===== src/sv/dgc_pkg.sv =====
package dgc_pkg;

  // Palette storage
  localparam int PALETTE_DEPTH = 4;
  localparam int NUM_COLOR_REGS = 4;
  localparam int COLOR_IDX_W = 2;
  localparam int COUNT_W = 3;

  // Field widths
  localparam int DEPTH_W = 11;
  localparam int POS_W = 16;
  localparam int COLOR_W = 24;
  localparam int CHAN_W = 8;
  localparam int NUM_CHAN = 3;

  // Gradient position carries 23 fraction bits (Q4.12 scaled by 2^11)
  localparam int FRAC_W = 23;
  localparam int SPAN_W = POS_W + 1;
  localparam int PROD_W = SPAN_W + DEPTH_W + 1;
  localparam int GPOS_W = PROD_W;
  localparam int SCALED_W = FRAC_W + COLOR_IDX_W;
  localparam int BLEND_W = CHAN_W + 1 + FRAC_W + 1;

  // Configuration port
  localparam int CFG_INDEX_W = 3;
  localparam int CFG_DATA_W = 24;

  typedef enum logic [CFG_INDEX_W-1:0] {
    REG_NEAR_POSITION = 3'd0,
    REG_FAR_POSITION  = 3'd1,
    REG_PALETTE_COUNT = 3'd2,
    REG_COLOR_0       = 3'd3,
    REG_COLOR_1       = 3'd4,
    REG_COLOR_2       = 3'd5,
    REG_COLOR_3       = 3'd6
  } cfg_reg_t;

  localparam logic signed [POS_W-1:0] NEAR_RESET = 16'sd6840;
  localparam logic signed [POS_W-1:0] FAR_RESET = -16'sd7291;

  typedef logic [COLOR_W-1:0] color_t;

endpackage


===== src/sv/depth_gradient_colormap.sv =====
// Channel | Direction | Handshake              | Payload
// --------+-----------+------------------------+-------------------------------------
// in      | input     | in_valid / in_stall    | depth_sample[10:0], frame_end_in
// out     | output    | out_valid / out_stall  | red, green, blue [7:0], frame_end_out
// cfg     | input     | cfg_valid / cfg_ready  | cfg_index[2:0], cfg_data[23:0]
//
// Five register stages.
// One transaction per cycle while out_stall is low: each stage reloads whenever it is empty
// or the stage after it moves, so bubbles close up under backpressure.
// Stage depth is set by the widest product: 9 x 24 bit channel blend.
// Reset (rst, synchronous) empties the pipeline and loads register defaults.
// cfg_ready always high; user must write registers only while pipe idle; unchecked.
module depth_gradient_colormap (
  input  logic                              clk,
  input  logic                              rst,
  // sample channel
  input  logic                              in_valid,
  output logic                              in_stall,
  input  logic [dgc_pkg::DEPTH_W-1:0]       depth_sample,
  input  logic                              frame_end_in,
  // pixel channel
  output logic                              out_valid,
  input  logic                              out_stall,
  output logic [dgc_pkg::CHAN_W-1:0]        red,
  output logic [dgc_pkg::CHAN_W-1:0]        green,
  output logic [dgc_pkg::CHAN_W-1:0]        blue,
  output logic                              frame_end_out,
  // register write channel
  input  logic                              cfg_valid,
  output logic                              cfg_ready,
  input  logic [dgc_pkg::CFG_INDEX_W-1:0]   cfg_index,
  input  logic [dgc_pkg::CFG_DATA_W-1:0]    cfg_data
);
  import dgc_pkg::*;

  // ---------------------------------------------------------------------------
  // Configuration registers
  // ---------------------------------------------------------------------------
  logic signed [POS_W-1:0] near_position;
  logic signed [POS_W-1:0] far_position;
  logic [COUNT_W-1:0]      palette_count;
  color_t                  color0, color1, color2, color3;

  assign cfg_ready = 1'b1;

  always_ff @(posedge clk) begin
    if (rst) begin
      near_position <= NEAR_RESET;
      far_position  <= FAR_RESET;
      palette_count <= '0;
      color0        <= '0;
      color1        <= '0;
      color2        <= '0;
      color3        <= '0;
    end else if (cfg_valid && cfg_ready) begin
      case (cfg_index)
        REG_NEAR_POSITION: near_position <= cfg_data[POS_W-1:0];
        REG_FAR_POSITION:  far_position  <= cfg_data[POS_W-1:0];
        REG_PALETTE_COUNT: palette_count <= cfg_data[COUNT_W-1:0];
        REG_COLOR_0:       color0        <= cfg_data[COLOR_W-1:0];
        REG_COLOR_1:       color1        <= cfg_data[COLOR_W-1:0];
        REG_COLOR_2:       color2        <= cfg_data[COLOR_W-1:0];
        REG_COLOR_3:       color3        <= cfg_data[COLOR_W-1:0];
        default: ;  // unknown index: dropped
      endcase
    end
  end

  // Derived from config only, static while samples flow
  logic signed [SPAN_W-1:0] span;
  logic [COUNT_W-1:0]       n_used;
  logic [COLOR_IDX_W-1:0]   last_idx;

  assign span = SPAN_W'(far_position) - SPAN_W'(near_position);

  always_comb begin
    if (palette_count > COUNT_W'(PALETTE_DEPTH)) begin
      n_used = COUNT_W'(PALETTE_DEPTH);
    end else begin
      n_used = palette_count;
    end
    last_idx = COLOR_IDX_W'(n_used - COUNT_W'(1));
  end

  function automatic color_t pick(input logic [COLOR_IDX_W-1:0] idx,
                                  input color_t c0, input color_t c1,
                                  input color_t c2, input color_t c3);
    color_t r;
    case (idx)
      2'd0:    r = c0;
      2'd1:    r = c1;
      2'd2:    r = c2;
      default: r = c3;
    endcase
    return r;
  endfunction

  // ---------------------------------------------------------------------------
  // Pipeline flow control: a stage loads when empty or when its successor moves
  // ---------------------------------------------------------------------------
  logic v1, v2, v3, v4;
  logic rdy1, rdy2, rdy3, rdy4, rdy5;

  assign rdy5     = !out_valid || !out_stall;
  assign rdy4     = !v4 || rdy5;
  assign rdy3     = !v3 || rdy4;
  assign rdy2     = !v2 || rdy3;
  assign rdy1     = !v1 || rdy2;
  assign in_stall = !rdy1;

  always_ff @(posedge clk) begin
    if (rst) begin
      v1        <= 1'b0;
      v2        <= 1'b0;
      v3        <= 1'b0;
      v4        <= 1'b0;
      out_valid <= 1'b0;
    end else begin
      if (rdy1) v1 <= in_valid;
      if (rdy2) v2 <= v1;
      if (rdy3) v3 <= v2;
      if (rdy4) v4 <= v3;
      if (rdy5) out_valid <= v4;
    end
  end

  // ---------------------------------------------------------------------------
  // Stage 1: span * depth
  // ---------------------------------------------------------------------------
  logic signed [PROD_W-1:0] p1_prod;
  logic                     p1_fe;

  always_ff @(posedge clk) begin
    if (rdy1) begin
      p1_prod <= span * $signed({1'b0, depth_sample});
      p1_fe   <= frame_end_in;
    end
  end

  // ---------------------------------------------------------------------------
  // Stage 2: gradient position = near * 2^11 + span * depth (units of 2^-23)
  // ---------------------------------------------------------------------------
  logic signed [GPOS_W-1:0] p2_pos;
  logic                     p2_fe;
  logic signed [GPOS_W-1:0] near_scaled;

  assign near_scaled = {GPOS_W'(near_position)} <<< DEPTH_W;

  always_ff @(posedge clk) begin
    if (rdy2) begin
      p2_pos <= near_scaled + p1_prod;
      p2_fe  <= p1_fe;
    end
  end

  // ---------------------------------------------------------------------------
  // Stage 3: segment select and fraction
  // ---------------------------------------------------------------------------
  logic                   pos_neg, pos_ge_one;
  logic [SCALED_W-1:0]    scaled;
  logic [COLOR_IDX_W-1:0] seg;
  color_t                 lo_next, hi_next;
  logic [FRAC_W-1:0]      frac_next;

  color_t            p3_lo, p3_hi;
  logic [FRAC_W-1:0] p3_frac;
  logic              p3_fe;

  always_comb begin
    pos_neg    = p2_pos[GPOS_W-1];
    pos_ge_one = !pos_neg && (p2_pos[GPOS_W-2:FRAC_W] != '0);
    // pos < 1 here, so scaled < (n-1)*2^23 and the segment never passes n-2
    scaled     = SCALED_W'(p2_pos[FRAC_W-1:0]) * SCALED_W'(last_idx);
    seg        = scaled[SCALED_W-1:FRAC_W];
    frac_next  = '0;
    if (n_used == '0) begin
      lo_next = '0;
      hi_next = '0;
    end else if (n_used == COUNT_W'(1) || pos_neg) begin
      lo_next = color0;
      hi_next = color0;
    end else if (pos_ge_one) begin
      lo_next = pick(last_idx, color0, color1, color2, color3);
      hi_next = lo_next;
    end else begin
      lo_next   = pick(seg, color0, color1, color2, color3);
      hi_next   = pick(seg + COLOR_IDX_W'(1), color0, color1, color2, color3);
      frac_next = scaled[FRAC_W-1:0];
    end
  end

  always_ff @(posedge clk) begin
    if (rdy3) begin
      p3_lo   <= lo_next;
      p3_hi   <= hi_next;
      p3_frac <= frac_next;
      p3_fe   <= p2_fe;
    end
  end

  // ---------------------------------------------------------------------------
  // Stage 4: per-channel (hi - lo) * frac, keep the integer step
  // ---------------------------------------------------------------------------
  logic [CHAN_W-1:0] p4_base [NUM_CHAN];
  logic [CHAN_W-1:0] p4_step [NUM_CHAN];
  logic              p4_fe;

  logic signed [CHAN_W:0]    diff [NUM_CHAN];
  logic signed [BLEND_W-1:0] blend [NUM_CHAN];

  always_comb begin
    for (int c = 0; c < NUM_CHAN; c++) begin
      diff[c]  = $signed({1'b0, p3_hi[CHAN_W*(NUM_CHAN-1-c) +: CHAN_W]})
               - $signed({1'b0, p3_lo[CHAN_W*(NUM_CHAN-1-c) +: CHAN_W]});
      blend[c] = diff[c] * $signed({1'b0, p3_frac});
    end
  end

  always_ff @(posedge clk) begin
    if (rdy4) begin
      for (int c = 0; c < NUM_CHAN; c++) begin
        p4_base[c] <= p3_lo[CHAN_W*(NUM_CHAN-1-c) +: CHAN_W];
        // floor division by 2^23; base + step stays in 0..255 so mod 256 is exact
        p4_step[c] <= blend[c][FRAC_W +: CHAN_W];
      end
      p4_fe <= p3_fe;
    end
  end

  // ---------------------------------------------------------------------------
  // Stage 5: output register
  // ---------------------------------------------------------------------------
  always_ff @(posedge clk) begin
    if (rdy5) begin
      red           <= p4_base[0] + p4_step[0];
      green         <= p4_base[1] + p4_step[1];
      blue          <= p4_base[2] + p4_step[2];
      frame_end_out <= p4_fe;
    end
  end

endmodule

===== config.mk =====
export PLATFORM = sky130hd
export DESIGN_NAME = depth_gradient_colormap
export DESIGN_NICKNAME = d
export VERILOG_FILES = /design/src/sv/dgc_pkg.sv /design/src/sv/depth_gradient_colormap.sv
export SDC_FILE = /design/constraint.sdc
export NUM_CORES = 2
export LEC_CHECK = 0
export BUFFER_PORTS_ARGS = -buffer_cell sky130_fd_sc_hd__buf_4
export CAP_MARGIN = 40
export CELL_PAD_IN_SITES_DETAIL_PLACEMENT = 0
export CELL_PAD_IN_SITES_GLOBAL_PLACEMENT = 1
export CORE_MARGIN = 2
export CORE_UTILIZATION = 56
export DETAILED_ROUTE_END_ITERATION = 10
export PLACE_DENSITY = 0.88
export SETUP_SLACK_MARGIN = 0.05
export SKIP_LAST_GASP = 1
export SYNTH_ARGS = -nofsm -noshare
export SYNTH_HDL_FRONTEND = slang
export SYNTH_SLANG_ARGS = --single-unit

===== constraint.sdc =====
create_clock -name clk -period 11.69 [get_ports clk]
set_clock_uncertainty 0.15 [all_clocks]
set_input_delay 1.169 -clock clk [delete_from_list [all_inputs] [get_ports clk]]
set_output_delay 1.169 -clock clk [all_outputs]
set_load 0.05 [all_outputs]

==> run_results.csv <==
group,metric,value,unit
min_path,worstHoldPathType,"reg -> reg",
yosys,synthTopCellsByCount,"nand2_1 (697), inv_1 (649), fa_1 (620), and2_1 (389), ha_1 (376)",
cts,cts_tree,"yes",
placement,gp_congestion,0.839,
yosys,synth_cell_types,72,
routing,wl,104000,um
layout,area_growth,7.12,%
critical_path,path_buf_inv,4,
power,powerDensity,178,nW/um^2
cts,cts_buffers,41,
critical_path,reg2reg_from,"near_position[1]",
layout,fill_cells,6626,
yosys,ys_seq_elements,342,
critical_path,endpoint_kind,"register",
status,status,"finished clean",
yosys,synth_edf_count,206,
yosys,syn-num-nets,5785,
critical_path,critPathKind,"reg -> reg",
power,p_leak,22.4,nW
yosys,synth_most_common_cell,"nand2_1",
floorplanning,die-area,79400,um^2
routing,drc,0,
layout,multi_input_area,30900,um^2
routing,drt_iter0_markers,2160,
cts,post_cts_buffers,0,
timing,timing.final.ws_setup,3.46,ns
yosys,synth_top_area_frac,0.287,
placement,post-place-ws,3.50,ns
floorplanning,die_h,282,um
critical_path,path_max_fanout,11,
yosys,ys_seq_area_frac,0.206,
timing,setup_viol,0,
routing,viasPerCell,5.64,
critical_path,rr_worst_depth,29,
floorplanning,num_rows,101,
cts,cts_sinks,342,
cts,clk_latency,0.56,ns
timing,finalHoldViolCount,0,
timing,fin_crit,8.23,ns
yosys,ys_async_sr_fraction,0,
layout,ff_latch_area,8910,um^2
yosys,synth-warning-count,0,
yosys,synth.avg_cell_area,9.10,um^2
layout,final_layout_size_suffix_gt1_frac,0.0599,
min_path,min_from,"p1_prod[3]",
critical_path,worstReg2RegEnd,"p1_prod[28]",
critical_path,setup.worst_path.start_class,"register",
global_route,antenna_found_initial,0,
routing,postRouteAntennaNets,0,
min_path,holdPathEnd,"p2_pos[3]",
yosys,syn_area,43200,um^2
cts,root_buffer,"clkbuf_16",
yosys,synth_flop_cell,"edfxtp_1",
global_route,grtUsageTotal,0.276,
floorplanning,num_io_pins,72,
timing,drv_slew,0,
flow_run,cap_viol_max_count,0,
global_route,grt-ovfl-total,0,
critical_path,cp-startpoint,"near_position[1]",
timing,period_share,0.704,
yosys,synth_top_area_cell,"fa_1",
placement,dpl.hpwl,75300,um
floorplanning,initial_core_util,0.567,
critical_path,worstPathRequired,11.83,ns
critical_path,max_stage_delay,0.74,ns
timing,max_freq,0.121,GHz
cts,cts_resized,0,
timing,setup_tns,0,ns
cts,cts_buffer_depth,3,
power,p_total,0.00824,W
layout,num_antenna_cells,0,
floorplanning,fp.coreArea,76200,um^2
power,peakVddDrop,0.783,mV
critical_path,path_delay_family,"adder cells",
global_route,grt_start_max_net_pins,75,
cts,ctsHoldBuffers,0,
yosys,synthCells,4745,
critical_path,cpMostUsedCell,"fa_1",
global_route,grt_pass1_wl,174000,um
routing,vias,32528,
critical_path,critPathArrivalTime,8.37,ns
floorplanning,floorplan.die.width,282,um
layout,final_nets,5749,
critical_path,r2r_slack,3.46,ns
yosys,synth_area_leaders,"fa_1 (29%), edfxtp_1 (14%), ha_1 (11%), dfxtp_1 (6.3%), nand2_1 (6.1%)",
timing,max_slew_margin,0.384,
cts,clkTransAtPathRegs,0.06,ns
timing,rsz0062_at_grt,"no",
critical_path,cp_slowest_cell,"xor2_1",
global_route,grt_pass1_vias,33323,
routing,routedWlPerCell,18.1,um
placement,io_buffer_count,70,
cts,htreeDepth,2,
routing,drt_pre_antenna_iters,9,
timing,tightestPinTransition,0.922,ns
min_path,min_path_cells,0,
[worst register-to-register path, delay by kind of cell (launching register included)]
family	cells	cell delay, ns
simple gates	8	1.24
fa+ha+maj	7	3.13
buf+inv	4	0.25
xor+xnor	1	0.74
flops	1	0.39
compound gates	9	2.08
[state kept, by name, summed over array words and instances (netlist names), 3 cells and up]
register and count:
green 8, p3_lo 24, far_position 16, palette_count 3
blue 8, red 8, color2 24, p2_pos 29
near_position 16, p3_hi 24, p4_base 24, color1 24
p4_step 24, p3_frac 23, color0 24, p1_prod 29
color3 24
[power by group]
part	switching [W]	internal, W
Clock	0.000522	0.000799
Combinational	0.00312	0.00212
Sequential	0.0000589	0.00163
[layer usage]
metal,global-route usage,vias to the layer above,part of all wire
li1,-,15136,-
met1,0.377,16294,0.44
met2,0.466,929,0.48
met3,0.0329,169,0.059
met4,0.0742,0,0.026
met5,0,-,0
[cell usage in the layout, fill, tap and decap left out, types with 8 or more instances in the layout]
master and count:
and2_1 388, o21a_1 26, nor2_1 159, nand3b_1 9
a31oi_1 13, a21o_1 47, or3_1 8, nor2b_1 45
xor2_1 34, nand2b_1 145, dfxtp_1 136, inv_1 648
and3_1 20, a211oi_1 10, or2_2 27, clkbuf_16 41
o21ai_0 74, a22oi_1 24, nor3_1 123, fa_1 620
ha_1 376, a21oi_1 352, a211o_1 8, o21bai_1 18
o31ai_1 54, a222oi_1 24, edfxtp_1 206, nand2_1 695
buf_4 160, nand3_1 20, xnor2_1 96, clkinv_2 8
[per-stage QoR]
stage	std cells	area (um^2)	hold WS, ns	utilization
after floorplan	4745	43200	0.250	-
after global placement	5680	44700	0.253	0.587
after detailed placement	5696	44900	0.257	0.589
after CTS	5769	46300	0.266	0.607
after global routing	5769	46300	0.279	0.607
final	5769	46300	0.267	0.607
[cell families (layout without fill, tap and decap cells)]
| group | count (synthesis) | in the layout | synth area share |
|---|---|---|---|
| and+or+nand+nor | 1669 | 1669 | 0.189 |
| DFF | 342 | 342 | 0.206 |
| xor gates and xnor gates | 134 | 134 | 0.0272 |
| other | 1 | 1 | 0.0000868 |
| muxes | 3 | 3 | 0.000695 |
| buffers and inverters | 893 | 887 | 0.0792 |
| adders and majority gates | 996 | 996 | 0.396 |
| AOI/OAI and AO/OA | 707 | 707 | 0.102 |
[how the worst max path moves through the flow]
stage / cells after the start / to / slack (ns)
after global routing: 29 / p1_prod[28] / 2.87
after global placement: 30 / p1_prod[28] / 3.46
after detailed placement: 29 / p1_prod[28] / 3.50
after floorplan: 30 / p1_prod[28] / 4.42
after CTS: 29 / p1_prod[28] / 3.46
final: 29 / p1_prod[28] / 3.46
[cell type report]
class / instances / share of cell area
inverter: 649 / 0.0527
clock buffer: 51 / 0.0236
timing repair buffer: 165 / 0.0283
multi-input combinational: 3510 / 0.669
tap: 1030 / 0.0279
sequential: 342 / 0.193
clock inverter: 22 / 0.00608
No activity file was read; power rests on OpenSTA's default activity.
